==> config.mk <==
export PLATFORM = sky130hd
export DESIGN_NAME = windowed_energy_stability_halt_unit
export DESIGN_NICKNAME = d
export VERILOG_FILES = /design/src/sv/weshu_pkg.sv /design/src/sv/weshu_ram.sv /design/src/sv/weshu_arith.sv /design/src/sv/windowed_energy_stability_halt_unit.sv
export SDC_FILE = /design/constraint.sdc
export NUM_CORES = 2
export LEC_CHECK = 0
export ABC_CLOCK_PERIOD_IN_PS = 8200
export BUFFER_PORTS_ARGS = -buffer_cell sky130_fd_sc_hd__buf_2
export CORE_MARGIN = 2
export CORE_UTILIZATION = 58
export CTS_CLUSTER_SIZE = 14
export DETAILED_ROUTE_END_ITERATION = 16
export PLACE_DENSITY = 0.82
export SLEW_MARGIN = 20
export SYNTH_ARGS = -nofsm -noshare
export SYNTH_HDL_FRONTEND = slang
export SYNTH_HIERARCHICAL = 1
export SYNTH_SLANG_ARGS = --single-unit
==> constraint.sdc <==
create_clock -name clk -period 8.2 [get_ports clk]
set_clock_uncertainty 0.2 [all_clocks]
set_input_delay 0.41 -clock clk [delete_from_list [all_inputs] [get_ports clk]]
set_output_delay 0.41 -clock clk [all_outputs]
set_load 0.1 [all_outputs]
==> src/sv/weshu_pkg.sv <==
// types, widths and constants of the windowed energy stability halt unit
// no dependencies
package weshu_pkg;

  localparam int CHEM_W     = 16;
  localparam int EVAL_W     = 32;
  localparam int ENERGY_W   = 24;
  localparam int SQ_W       = 32;
  localparam int CELL_SUM_W = 40;
  localparam int LAT_SUM_W  = 32;
  localparam int RAD_W      = 48;
  localparam int ROOT_W     = 24;
  localparam int MUL_W      = 24;
  localparam int PROD_W     = 48;
  localparam int THRESH_W   = 24;
  localparam int WLEN_W     = 7;
  localparam int LIMIT_W    = 32;
  localparam int CFG_IDX_W  = 2;
  localparam int CFG_DATA_W = 32;

  localparam logic [THRESH_W-1:0] THRESH_RST = 24'd256;
  localparam logic [WLEN_W-1:0]   WLEN_RST   = 7'd16;
  localparam logic [LIMIT_W-1:0]  LIMIT_RST  = 32'd1000;

  typedef enum logic [CFG_IDX_W-1:0] {
    CFG_THRESHOLD     = 2'd0,
    CFG_WINDOW_LENGTH = 2'd1,
    CFG_STEP_LIMIT    = 2'd2
  } cfg_reg_e;

  typedef enum logic [0:0] {
    OP_DIV  = 1'b0,
    OP_SQRT = 1'b1
  } arith_op_e;

  typedef struct packed {
    logic      start;
    arith_op_e op;
  } arith_ctl_t;

  typedef struct packed {
    logic signed [CHEM_W-1:0] chemical;
    logic                     last_of_cell;
    logic                     last_of_lattice;
    logic [EVAL_W-1:0]        eval_num;
  } in_word_t;

  typedef struct packed {
    logic                stop;
    logic                window_full;
    logic [ENERGY_W-1:0] step_energy;
    logic [ENERGY_W-1:0] deviation;
  } out_word_t;

  typedef enum logic [4:0] {
    ST_IDLE,
    ST_SQUARE,
    ST_CELL_ADD,
    ST_CELL_ROOT,
    ST_WAIT,
    ST_LAT_ADD,
    ST_STEP_ROOT,
    ST_ENERGY,
    ST_DROP_RD,
    ST_DROP_SUB,
    ST_PUSH,
    ST_TRIM,
    ST_MEAN,
    ST_VAR_INIT,
    ST_VAR_RD,
    ST_VAR_DIFF,
    ST_VAR_MUL,
    ST_VAR_ACC,
    ST_VAR_DIV,
    ST_DEV_ROOT,
    ST_DEV,
    ST_OUT
  } state_e;

endpackage

==> src/sv/weshu_ram.sv <==
// generic single write port ram with registered read
// no dependencies
module weshu_ram #(
  parameter int WIDTH = 24,
  parameter int DEPTH = 64
) (
  input  logic                     clk,
  input  logic                     we,
  input  logic [$clog2(DEPTH)-1:0] waddr,
  input  logic [WIDTH-1:0]         wdata,
  input  logic [$clog2(DEPTH)-1:0] raddr,
  output logic [WIDTH-1:0]         rdata
);

  logic [WIDTH-1:0] mem_r [DEPTH];
  logic [WIDTH-1:0] rdata_r;

  always_ff @(posedge clk) begin
    if (we) begin
      mem_r[waddr] <= wdata;
    end
    rdata_r <= mem_r[raddr];
  end

  assign rdata = rdata_r;

endmodule

==> src/sv/weshu_arith.sv <==
// shared bit-serial divide and square root unit, one result bit per cycle
// depends on weshu_pkg
module weshu_arith #(
  parameter int X_W = 54,
  parameter int D_W = 7
) (
  input  logic                  clk,
  input  logic                  rst_n,
  input  weshu_pkg::arith_ctl_t ctl,
  input  logic [X_W-1:0]        operand,
  input  logic [D_W-1:0]        divisor,
  output logic                  done,
  output logic [X_W-1:0]        result
);
  import weshu_pkg::*;

  localparam int REM_W    = (D_W + 2 > ROOT_W + 3) ? D_W + 2 : ROOT_W + 3;
  localparam int STEP_W   = $clog2(X_W + 1);
  localparam int SQ_SHIFT = X_W - RAD_W;

  logic              busy_r, busy_nxt;
  logic              done_r, done_nxt;
  arith_op_e         op_r, op_nxt;
  logic [STEP_W-1:0] step_r, step_nxt;
  logic [X_W-1:0]    x_r, x_nxt;
  logic [X_W-1:0]    q_r, q_nxt;
  logic [REM_W-1:0]  rem_r, rem_nxt;
  logic [D_W-1:0]    div_r, div_nxt;
  logic [REM_W-1:0]  rem_sh;
  logic [REM_W-1:0]  trial;
  logic              fits;

  // shared trial subtract
  always_comb begin
    if (op_r == OP_SQRT) begin
      rem_sh = {rem_r[REM_W-3:0], x_r[X_W-1 -: 2]};
      trial  = REM_W'({q_r[ROOT_W-1:0], 2'b01});
    end else begin
      rem_sh = {rem_r[REM_W-2:0], x_r[X_W-1]};
      trial  = REM_W'(div_r);
    end
    fits = (rem_sh >= trial);
  end

  always_comb begin
    busy_nxt = busy_r;
    done_nxt = 1'b0;
    op_nxt   = op_r;
    step_nxt = step_r;
    x_nxt    = x_r;
    q_nxt    = q_r;
    rem_nxt  = rem_r;
    div_nxt  = div_r;
    if (ctl.start) begin
      busy_nxt = 1'b1;
      op_nxt   = ctl.op;
      div_nxt  = divisor;
      rem_nxt  = '0;
      q_nxt    = '0;
      if (ctl.op == OP_SQRT) begin
        x_nxt    = operand << SQ_SHIFT;
        step_nxt = STEP_W'(ROOT_W);
      end else begin
        x_nxt    = operand;
        step_nxt = STEP_W'(X_W);
      end
    end else if (busy_r) begin
      rem_nxt  = fits ? rem_sh - trial : rem_sh;
      q_nxt    = {q_r[X_W-2:0], fits};
      x_nxt    = (op_r == OP_SQRT) ? {x_r[X_W-3:0], 2'b00} : {x_r[X_W-2:0], 1'b0};
      step_nxt = step_r - 1'b1;
      if (step_r == STEP_W'(1)) begin
        busy_nxt = 1'b0;
        done_nxt = 1'b1;
      end
    end
  end

  always_ff @(posedge clk) begin
    if (!rst_n) begin
      busy_r <= 1'b0;
      done_r <= 1'b0;
    end else begin
      busy_r <= busy_nxt;
      done_r <= done_nxt;
    end
  end

  always_ff @(posedge clk) begin
    op_r   <= op_nxt;
    step_r <= step_nxt;
    x_r    <= x_nxt;
    q_r    <= q_nxt;
    rem_r  <= rem_nxt;
    div_r  <= div_nxt;
  end

  assign done   = done_r;
  assign result = q_r;

endmodule

==> src/sv/windowed_energy_stability_halt_unit.sv <==
// top level: cell and step energies, sliding window, deviation and halt decision
// depends on weshu_pkg, weshu_ram, weshu_arith
//
//   channel | ports                          | moves
//   --------+--------------------------------+-----------------------------
//   in      | in_valid in_ready in_data      | one chemical word
//   out     | out_valid out_ready out_data   | one result word per step end
//   cfg     | cfg_valid cfg_ready cfg_index  | one register write word
//           | cfg_data                       |
//
// a chemical inside a cell is squared and added to the cell sum; closing a cell adds a 24-step root
// a step end then adds the step root and the ring push before the window fills, and once it
// is full two divides, two roots and a pass over w ring entries;
// each dropped ring entry adds a read and a subtract
// reset clears control, the sums and the config registers; the ring ram is not cleared
// the result waits in an output register; new words are taken while it waits
module windowed_energy_stability_halt_unit #(
  parameter int WINDOW_MAX = 64
) (
  input  logic                             clk,
  input  logic                             rst_n,
  input  logic                             in_valid,
  output logic                             in_ready,
  input  weshu_pkg::in_word_t              in_data,
  output logic                             out_valid,
  input  logic                             out_ready,
  output weshu_pkg::out_word_t             out_data,
  input  logic                             cfg_valid,
  output logic                             cfg_ready,
  input  logic [weshu_pkg::CFG_IDX_W-1:0]  cfg_index,
  input  logic [weshu_pkg::CFG_DATA_W-1:0] cfg_data
);
  import weshu_pkg::*;

  localparam int IDX_W = $clog2(WINDOW_MAX);
  localparam int CNT_W = $clog2(WINDOW_MAX + 1);
  localparam int SUM_W = ENERGY_W + IDX_W;
  localparam int ACC_W = RAD_W + IDX_W;

  state_e                state_r, state_nxt;
  state_e                ret_r, ret_nxt;
  logic [CHEM_W-1:0]     mag_r, mag_nxt;
  logic                  end_cell_r, end_cell_nxt;
  logic                  end_lat_r, end_lat_nxt;
  logic [EVAL_W-1:0]     eval_r, eval_nxt;
  logic [PROD_W-1:0]     prod_r, prod_nxt;
  logic [CELL_SUM_W-1:0] cell_sum_r, cell_sum_nxt;
  logic [LAT_SUM_W-1:0]  lat_sum_r, lat_sum_nxt;
  logic [ENERGY_W-1:0]   energy_r, energy_nxt;
  logic [IDX_W-1:0]      head_r, head_nxt;
  logic [CNT_W-1:0]      count_r, count_nxt;
  logic [SUM_W-1:0]      run_sum_r, run_sum_nxt;
  logic                  pushed_r, pushed_nxt;
  logic                  full_r, full_nxt;
  logic [ENERGY_W-1:0]   mean_r, mean_nxt;
  logic [IDX_W-1:0]      ptr_r, ptr_nxt;
  logic [CNT_W-1:0]      idx_r, idx_nxt;
  logic [MUL_W-1:0]      diff_r, diff_nxt;
  logic [ACC_W-1:0]      acc_r, acc_nxt;
  logic [ENERGY_W-1:0]   dev_r, dev_nxt;
  logic                  out_valid_r, out_valid_nxt;
  out_word_t             out_word_r, out_word_nxt;
  logic [THRESH_W-1:0]   threshold_r, threshold_nxt;
  logic [WLEN_W-1:0]     wlen_r, wlen_nxt;
  logic [LIMIT_W-1:0]    step_limit_r, step_limit_nxt;

  logic [CNT_W-1:0]      w_eff;
  logic [CNT_W:0]        back_diff;
  logic [CNT_W:0]        back_wrap;
  logic [IDX_W-1:0]      oldest;
  logic [CELL_SUM_W:0]   cell_add;
  logic [LAT_SUM_W:0]    lat_add;
  logic [MUL_W-1:0]      mul_in;
  logic [PROD_W-1:0]     mul_out;
  logic [ENERGY_W-1:0]   e_diff;
  logic                  ram_we;
  logic [IDX_W-1:0]      ram_raddr;
  logic [ENERGY_W-1:0]   ram_rdata;
  arith_ctl_t            arith_ctl;
  logic [ACC_W-1:0]      arith_operand;
  logic                  arith_done;
  logic [ACC_W-1:0]      arith_res;

  function automatic logic [IDX_W-1:0] wrap_inc(input logic [IDX_W-1:0] a);
    return (a == IDX_W'(WINDOW_MAX - 1)) ? '0 : a + 1'b1;
  endfunction

  weshu_ram #(
    .WIDTH (ENERGY_W),
    .DEPTH (WINDOW_MAX)
  ) u_ring (
    .clk   (clk),
    .we    (ram_we),
    .waddr (head_r),
    .wdata (energy_r),
    .raddr (ram_raddr),
    .rdata (ram_rdata)
  );

  weshu_arith #(
    .X_W (ACC_W),
    .D_W (CNT_W)
  ) u_arith (
    .clk     (clk),
    .rst_n   (rst_n),
    .ctl     (arith_ctl),
    .operand (arith_operand),
    .divisor (w_eff),
    .done    (arith_done),
    .result  (arith_res)
  );

  // effective window length
  always_comb begin
    if (wlen_r == '0) begin
      w_eff = CNT_W'(1);
    end else if (32'(wlen_r) > 32'(WINDOW_MAX)) begin
      w_eff = CNT_W'(WINDOW_MAX);
    end else begin
      w_eff = CNT_W'(wlen_r);
    end
  end

  // oldest slot = head - count, modulo the ring depth
  assign back_diff = (CNT_W+1)'(head_r) - (CNT_W+1)'(count_r);
  assign back_wrap = back_diff[CNT_W] ? back_diff + (CNT_W+1)'(WINDOW_MAX) : back_diff;
  assign oldest    = back_wrap[IDX_W-1:0];

  assign cell_add = {1'b0, cell_sum_r} + (CELL_SUM_W+1)'(prod_r[SQ_W-1:0]);
  assign lat_add  = {1'b0, lat_sum_r} + (LAT_SUM_W+1)'(arith_res[ROOT_W-1:0]);
  assign mul_in   = (state_r == ST_SQUARE) ? MUL_W'(mag_r) : diff_r;
  assign mul_out  = mul_in * mul_in;
  assign e_diff   = (ram_rdata >= mean_r) ? ram_rdata - mean_r : mean_r - ram_rdata;

  always_comb begin
    state_nxt      = state_r;
    ret_nxt        = ret_r;
    mag_nxt        = mag_r;
    end_cell_nxt   = end_cell_r;
    end_lat_nxt    = end_lat_r;
    eval_nxt       = eval_r;
    prod_nxt       = prod_r;
    cell_sum_nxt   = cell_sum_r;
    lat_sum_nxt    = lat_sum_r;
    energy_nxt     = energy_r;
    head_nxt       = head_r;
    count_nxt      = count_r;
    run_sum_nxt    = run_sum_r;
    pushed_nxt     = pushed_r;
    full_nxt       = full_r;
    mean_nxt       = mean_r;
    ptr_nxt        = ptr_r;
    idx_nxt        = idx_r;
    diff_nxt       = diff_r;
    acc_nxt        = acc_r;
    dev_nxt        = dev_r;
    out_word_nxt   = out_word_r;
    out_valid_nxt  = out_valid_r && !out_ready;
    threshold_nxt  = threshold_r;
    wlen_nxt       = wlen_r;
    step_limit_nxt = step_limit_r;
    arith_ctl      = '{start: 1'b0, op: OP_SQRT};
    arith_operand  = '0;
    ram_we         = 1'b0;
    ram_raddr      = oldest;

    if (cfg_valid) begin
      unique case (cfg_index)
        CFG_THRESHOLD:     threshold_nxt  = cfg_data[THRESH_W-1:0];
        CFG_WINDOW_LENGTH: wlen_nxt       = cfg_data[WLEN_W-1:0];
        CFG_STEP_LIMIT:    step_limit_nxt = cfg_data[LIMIT_W-1:0];
        default: ;
      endcase
    end

    unique case (state_r)
      ST_IDLE: begin
        if (in_valid) begin
          mag_nxt      = in_data.chemical[CHEM_W-1] ?
                         CHEM_W'(~in_data.chemical) + CHEM_W'(1) : CHEM_W'(in_data.chemical);
          end_cell_nxt = in_data.last_of_cell;
          end_lat_nxt  = in_data.last_of_lattice;
          eval_nxt     = in_data.eval_num;
          state_nxt    = ST_SQUARE;
        end
      end
      ST_SQUARE: begin
        prod_nxt  = mul_out;
        state_nxt = ST_CELL_ADD;
      end
      ST_CELL_ADD: begin
        cell_sum_nxt = cell_add[CELL_SUM_W] ? '1 : cell_add[CELL_SUM_W-1:0];
        state_nxt    = (end_cell_r || end_lat_r) ? ST_CELL_ROOT : ST_IDLE;
      end
      ST_CELL_ROOT: begin
        arith_ctl.start = 1'b1;
        arith_operand   = ACC_W'(cell_sum_r);
        ret_nxt         = ST_LAT_ADD;
        state_nxt       = ST_WAIT;
      end
      ST_WAIT: begin
        if (arith_done) begin
          state_nxt = ret_r;
        end
      end
      ST_LAT_ADD: begin
        lat_sum_nxt  = lat_add[LAT_SUM_W] ? '1 : lat_add[LAT_SUM_W-1:0];
        cell_sum_nxt = '0;
        state_nxt    = end_lat_r ? ST_STEP_ROOT : ST_IDLE;
      end
      ST_STEP_ROOT: begin
        arith_ctl.start = 1'b1;
        arith_operand   = ACC_W'({lat_sum_r, 8'h00});
        ret_nxt         = ST_ENERGY;
        state_nxt       = ST_WAIT;
      end
      ST_ENERGY: begin
        energy_nxt  = arith_res[ENERGY_W-1:0];
        lat_sum_nxt = '0;
        pushed_nxt  = 1'b0;
        state_nxt   = (count_r == CNT_W'(WINDOW_MAX)) ? ST_DROP_RD : ST_PUSH;
      end
      ST_DROP_RD: begin
        state_nxt = ST_DROP_SUB;
      end
      ST_DROP_SUB: begin
        run_sum_nxt = run_sum_r - SUM_W'(ram_rdata);
        count_nxt   = count_r - 1'b1;
        state_nxt   = pushed_r ? ST_TRIM : ST_PUSH;
      end
      ST_PUSH: begin
        ram_we      = 1'b1;
        head_nxt    = wrap_inc(head_r);
        count_nxt   = count_r + 1'b1;
        run_sum_nxt = run_sum_r + SUM_W'(energy_r);
        pushed_nxt  = 1'b1;
        state_nxt   = ST_TRIM;
      end
      ST_TRIM: begin
        if (count_r > w_eff) begin
          state_nxt = ST_DROP_RD;
        end else if (count_r == w_eff) begin
          full_nxt  = 1'b1;
          state_nxt = ST_MEAN;
        end else begin
          full_nxt  = 1'b0;
          dev_nxt   = '0;
          state_nxt = ST_OUT;
        end
      end
      ST_MEAN: begin
        arith_ctl.start = 1'b1;
        arith_ctl.op    = OP_DIV;
        arith_operand   = ACC_W'(run_sum_r);
        ret_nxt         = ST_VAR_INIT;
        state_nxt       = ST_WAIT;
      end
      ST_VAR_INIT: begin
        mean_nxt  = arith_res[ENERGY_W-1:0];
        ptr_nxt   = oldest;
        idx_nxt   = '0;
        acc_nxt   = '0;
        state_nxt = ST_VAR_RD;
      end
      ST_VAR_RD: begin
        ram_raddr = ptr_r;
        ptr_nxt   = wrap_inc(ptr_r);
        state_nxt = ST_VAR_DIFF;
      end
      ST_VAR_DIFF: begin
        diff_nxt  = e_diff;
        state_nxt = ST_VAR_MUL;
      end
      ST_VAR_MUL: begin
        prod_nxt  = mul_out;
        state_nxt = ST_VAR_ACC;
      end
      ST_VAR_ACC: begin
        acc_nxt   = acc_r + ACC_W'(prod_r);
        idx_nxt   = idx_r + 1'b1;
        state_nxt = (CNT_W'(idx_r + 1'b1) == count_r) ? ST_VAR_DIV : ST_VAR_RD;
      end
      ST_VAR_DIV: begin
        arith_ctl.start = 1'b1;
        arith_ctl.op    = OP_DIV;
        arith_operand   = acc_r;
        ret_nxt         = ST_DEV_ROOT;
        state_nxt       = ST_WAIT;
      end
      ST_DEV_ROOT: begin
        arith_ctl.start = 1'b1;
        arith_operand   = ACC_W'(arith_res[RAD_W-1:0]);
        ret_nxt         = ST_DEV;
        state_nxt       = ST_WAIT;
      end
      ST_DEV: begin
        dev_nxt   = arith_res[ENERGY_W-1:0];
        state_nxt = ST_OUT;
      end
      ST_OUT: begin
        if (!out_valid_r || out_ready) begin
          out_valid_nxt            = 1'b1;
          out_word_nxt.stop        = full_r && ((dev_r < threshold_r) ||
                                                (eval_r >= step_limit_r));
          out_word_nxt.window_full = full_r;
          out_word_nxt.step_energy = energy_r;
          out_word_nxt.deviation   = dev_r;
          state_nxt                = ST_IDLE;
        end
      end
      default: state_nxt = ST_IDLE;
    endcase
  end

  always_ff @(posedge clk) begin
    if (!rst_n) begin
      state_r      <= ST_IDLE;
      head_r       <= '0;
      count_r      <= '0;
      run_sum_r    <= '0;
      cell_sum_r   <= '0;
      lat_sum_r    <= '0;
      out_valid_r  <= 1'b0;
      threshold_r  <= THRESH_RST;
      wlen_r       <= WLEN_RST;
      step_limit_r <= LIMIT_RST;
    end else begin
      state_r      <= state_nxt;
      head_r       <= head_nxt;
      count_r      <= count_nxt;
      run_sum_r    <= run_sum_nxt;
      cell_sum_r   <= cell_sum_nxt;
      lat_sum_r    <= lat_sum_nxt;
      out_valid_r  <= out_valid_nxt;
      threshold_r  <= threshold_nxt;
      wlen_r       <= wlen_nxt;
      step_limit_r <= step_limit_nxt;
    end
  end

  always_ff @(posedge clk) begin
    ret_r      <= ret_nxt;
    mag_r      <= mag_nxt;
    end_cell_r <= end_cell_nxt;
    end_lat_r  <= end_lat_nxt;
    eval_r     <= eval_nxt;
    prod_r     <= prod_nxt;
    energy_r   <= energy_nxt;
    pushed_r   <= pushed_nxt;
    full_r     <= full_nxt;
    mean_r     <= mean_nxt;
    ptr_r      <= ptr_nxt;
    idx_r      <= idx_nxt;
    diff_r     <= diff_nxt;
    acc_r      <= acc_nxt;
    dev_r      <= dev_nxt;
    out_word_r <= out_word_nxt;
  end

  assign in_ready  = (state_r == ST_IDLE);
  assign cfg_ready = 1'b1;
  assign out_valid = out_valid_r;
  assign out_data  = out_word_r;

endmodule

Word-level counts from Yosys, hierarchy flattened
Memory sizes are Yosys's and may differ from the RTL's. A register that Yosys moved wholly into a read port is not among the register bits.
Index checks and enable logic that the tools add are counted.
{"block": "word_totals", "ff_bits": 646, "ramBits": 1536, "mem_count": 1}
{"block": "classes", "add_sub_neg": 17, "mul": 1, "n_lt_le_gt_ge": 6, "eq_ne": 34, "n_mux": 57, "bitwise_logic": 4, "reduce_logical": 31}
{"name": "u_ring.mem_r", "depth": 64, "word_bits": 24, "rd": 1, "rd_ports_with_merged_regs": 1, "write_ports": 1, "line": "weshu_ram.sv:15", "text": "logic [WIDTH-1:0] mem_r [DEPTH];"}
{"op": "one-hot mux 54 bit (5 select lines)", "count": 1}
{"op": "two-way mux 54 bit", "count": 4}
{"op": "one-hot mux 54 bit (2 select lines)", "count": 1}
{"op": "two-way mux 24 bit", "count": 4}
{"op": "one-hot mux 5 bit (18 select lines)", "count": 1}
{"op": "one-hot mux 40 bit (2 select lines)", "count": 1}
{"op": "one-hot mux 32 bit (2 select lines)", "count": 1}
{"op": "one-hot mux 30 bit (2 select lines)", "count": 1}
{"op": "adder 54 x 48 -> 54 bit", "count": 1}
{"op": "two-way mux 26 bit", "count": 2}
{"op": "multiplier 24 x 24 -> 48 bit", "count": 1}
{"op": "one-hot mux 24 bit (2 select lines)", "count": 1}
{"op": "subtractor 24 bit", "count": 2}
{"op": "two-way mux 6 bit", "count": 7}
{"op": "adder 40 x 32 -> 41 bit", "count": 1}
{"op": "equality test 5 x 4 -> 1 bit, second input constant", "count": 8}
{"op": "two-way mux 40 bit", "count": 1}
{"op": "adder 32 x 24 -> 33 bit", "count": 1}
{"op": ">= comparator 32 bit", "count": 1}
{"op": "two-way mux 32 bit", "count": 1}
{"op": "adder 30 x 24 -> 30 bit", "count": 1}
{"op": "equality test 5 bit, second input constant", "count": 6}
{"op": "two-way mux 5 bit", "count": 6}
{"op": "subtractor 30 x 24 -> 30 bit", "count": 1}
{"op": "48 further kinds", "count": 95}

Depth between registers and ports, before layout
{"block": "logic_depth", "word_depth": 7, "mapped_depth": 34, "ltp_nobuf": 33}

By module
Netlist, hierarchy kept.
{"mod": "weshu_ram", "instances": 1, "cells_per_inst": 2610, "area_per_inst_um2": 59295.6, "seq_area_each_um2": 46604.7}
{"mod": "windowed_energy_stability_halt_unit", "instances": 1, "cells_per_inst": 4939, "area_per_inst_um2": 46265.6, "seq_area_each_um2": 13202.7}
{"mod": "weshu_arith", "instances": 1, "cells_per_inst": 879, "area_per_inst_um2": 8710.9, "seq_area_each_um2": 3683.5}

Worst setup path before layout
Ideal clock, no wire load.
{"block": "synth_timing", "kind": "flip-flop to flip-flop", "start": "register state_r[4]", "end": "register prod_r[40] (data pin)", "setup_time_ns": 0.262, "arrival_ns": 7.911, "path_slack_ns": -0.173, "stages_incl_launch_ff": 32, "path_cell_list": "dfxtp_1 nor2_1 nand2_1 clkbuf_1 mux2i_1 inv_1 buf_1 nand2_1 fa_1 inv_1 fa_1 inv_1 fa_1 fa_1 inv_1 fa_1 fa_1 inv_1 fa_1 inv_1 ha_1 a21o_1 a21o_1 a21o_1 a211o_1 o211ai_1 o211ai_1 a41oi_1 o21ai_1 a41o_1 a211oi_1 xnor2_1"}
{"block": "synth_between", "elab_chain_cells": 3}
{"element": "from (decl)", "line": "windowed_energy_stability_halt_unit.sv:40", "text": "state_e state_r, state_nxt;"}
{"element": "from (signal assigned)", "line": "windowed_energy_stability_halt_unit.sv:328", "text": "state_r <= state_nxt;"}
{"element": "equality test 5 x 1 -> 1 bit", "line": "windowed_energy_stability_halt_unit.sv:131", "text": "assign mul_in = (state_r == ST_SQUARE) ? MUL_W'(mag_r) : diff_r;"}
{"element": "two-way mux 24 bit", "line": "windowed_energy_stability_halt_unit.sv:131"}
{"element": "multiplier 24 x 24 -> 48 bit", "line": "windowed_energy_stability_halt_unit.sv:132", "text": "assign mul_out = mul_in * mul_in;"}
{"element": "net mul_out[40]", "line": "windowed_energy_stability_halt_unit.sv:74", "text": "logic [PROD_W-1:0] mul_out;"}
{"element": "to (signal assigned)", "line": "windowed_energy_stability_halt_unit.sv:347", "text": "prod_r <= prod_nxt;"}
{"element": "to (decl)", "line": "windowed_energy_stability_halt_unit.sv:46", "text": "logic [PROD_W-1:0] prod_r, prod_nxt;"}
The timed path passes the listed nets, and every way through them passes these cells.
A chain may end at the register's enable or synchronous reset.

Worst setup path after layout
{"block": "layout_timing", "start": "register state_r[3]", "end": "register prod_r[45] (data pin)"}
The elaborated chain is that of the path after synthesis.

==> impl_metrics.csv <==
group,metric,value,unit
run_status,status,"finished clean",
grt,grt_pass1_wl,489.1,mm
route,drt_first_pass_iters,7,
clock_tree,cts_buffers,210,
critical_path,critPathBufInv,6,
critical_path,crit_path_end_kind,"flop",
cells_and_area,layout.area.seq,0.06338,mm2
critical_path,crit_cells,30,
clock_tree,root_buffer,"clkbuf_16",
route,postRouteAntennaNets,0,
floorplan,die_y,447.5,um
run,drv_cap,0,
grt,grt_pass1_vias,76776,
synthesis,avgSynthCellArea,13.56,um2
timing,tightest_slew,1238,ps
route,vias_per_cell,6.524,
route,vias,76306,
place,portBuffers,140,
floorplan,initial_core_util,0.5844,
timing,setup_violations,0,
synthesis,synth_nets,9382,
timing,fmax,124.8,MHz
cells_and_area,mostFrequentLayoutCells,"edfxtp_1, inv_1, nand2_1",
worst_hold_path,hold_class,"input port to flop",
critical_path,reg2reg_depth,30,
timing,slew_headroom,0.1723,
timing,final_hold_viol_count,0,
synthesis,synth.cell_area,0.1141,mm2
grt,antenna_found_initial,17,
cells_and_area,layout_commonest_cell,"edfxtp_1",
route,drcViolationCount,0,
floorplan,core,0.1952,mm2
clock_tree,clock_sinks,2205,
cells_and_area,drive_above_1_share,0.1658,
cells_and_area,multiInputGateArea,0.04667,mm2
floorplan,io_pins,142,
grt,grt_max_degree,171,
timing,period_share,0.9775,
timing,finalSetupTns,0,ps
place,gp_congestion,0.9832,
synthesis,syn-instance-count,8410,
route,routedWlPerCell,28.42,um
critical_path,cp.required,8570,ps
critical_path,crit_path_start_kind,"flop",
clock_tree,clock_path_buffers,3,
critical_path,critPathMaxFanout,6,
floorplan,row_count,162,
route,drt_iter0_drc,10462,
worst_hold_path,hold_depth,2,
clock_tree,cts_htree_levels,4,
critical_path,cp.arrival,8380,ps
grt,track_usage,0.3304,
critical_path,cp_slowest_cell,"fa_2",
critical_path,critical_path_class,"flop to flop",
timing,drv_slew,0,
timing,fin_crit,8016,ps
cells_and_area,nFillCells,12997,
route,drt_wl_total,332.4,mm
grt,grt_overflow,0,
timing,rsz0062_at_grt,"true",
place,hpwl,207.0,mm
cells_and_area,layout.nets,9851,
clock_tree,cts_tree,"built",
critical_path,slowest_delay,620,ps
floorplan,dieArea,0.2002,mm2
clock_tree,clkTransAtPathRegs,70,ps
critical_path,critPathTopFamily,"adder cells",
synthesis,yosysWarnings,6,
clock_tree,clk_latency,910,ps
cells_and_area,syn_to_final_growth,12.35,%
floorplan,die_w,447.5,um
[worst reg2reg max path, delay by kind of cell, from the launching register on]
kind / cells / cell delay, ps
adders and majority gates: 8 / 3760
and+or+nand+nor: 6 / 860
AOI/OAI and AO/OA: 9 / 1800
buffers and inverters: 6 / 700
DFF: 1 / 320
xor gates and xnor gates: 1 / 80
[final cells by class]
type	instances	area share
clock inverter	106	0.008660
timing repair buffer	647	0.03908
inverter	775	0.02277
tap	2624	0.02562
multi-input combinational	5040	0.3641
sequential	2205	0.4945
antenna	8	0.0001562
clock buffer	291	0.04508
[flip-flops by register name, summed over array words and instances (netlist names), 30 cells and up]
name,cells
cell_sum_r,40
acc_r,54
out_data,50
eval_r,32
u_arith/x_r,54
u_ring/mem_r,1536
prod_r,47
lat_sum_r,32
run_sum_r,30
step_limit_r,32
u_arith/result,48
[final timing paths]
kind	slack [ps]	end	startpoint
max	180	prod_r[45]$_DFFE_PP_	state_r[3]$_SDFFE_PN0P_
min	50	eval_r[16]$_DFFE_PP_	in_data[16]
max reg2reg	180	prod_r[45]$_DFFE_PP_	state_r[3]$_SDFFE_PN0P_
min reg2reg	260	threshold_r[20]$_SDFFE_PN0P_	threshold_r[20]$_SDFFE_PN0P_
[per-stage QoR]
step / worst slack, ps / cell area [um2] / cells / util / hold slack, ps
after global placement: 176.8 / 119500 / 11153 / 0.6123 / 243.1
final: 184.1 / 128200 / 11696 / 0.6566 / 49.03
after CTS: 21.98 / 127600 / 11663 / 0.6536 / 4.265
after floorplan: 20.55 / 114100 / 8410 / - / 216.8
after detailed placement: -1.701 / 119600 / 11154 / 0.6125 / 249.8
after global routing: -110.4 / 128100 / 11688 / 0.6565 / 33.36
[layer usage]
metal	GRT usage	share of wire
met4	0.1915	0.071
met1	0.4141	0.35
met5	0	0.00030
met3	0.07970	0.11
met2	0.5264	0.47
[timing repair]
action | 4_1_cts | 5_1_grt
setup buffers | 0 | 18
endpoints found under the hold margin | 134 | 0
hold buffers | 112 | 0
gates resized for setup | 5 | 89
pin swaps | 1 | 45
setup endpoints to repair | 4 | 11
cloned | 0 | 3
Power is left out: the tool's default activity adds up to more than one toggle a clock period on the data nets, which glitch-free logic cannot reach.
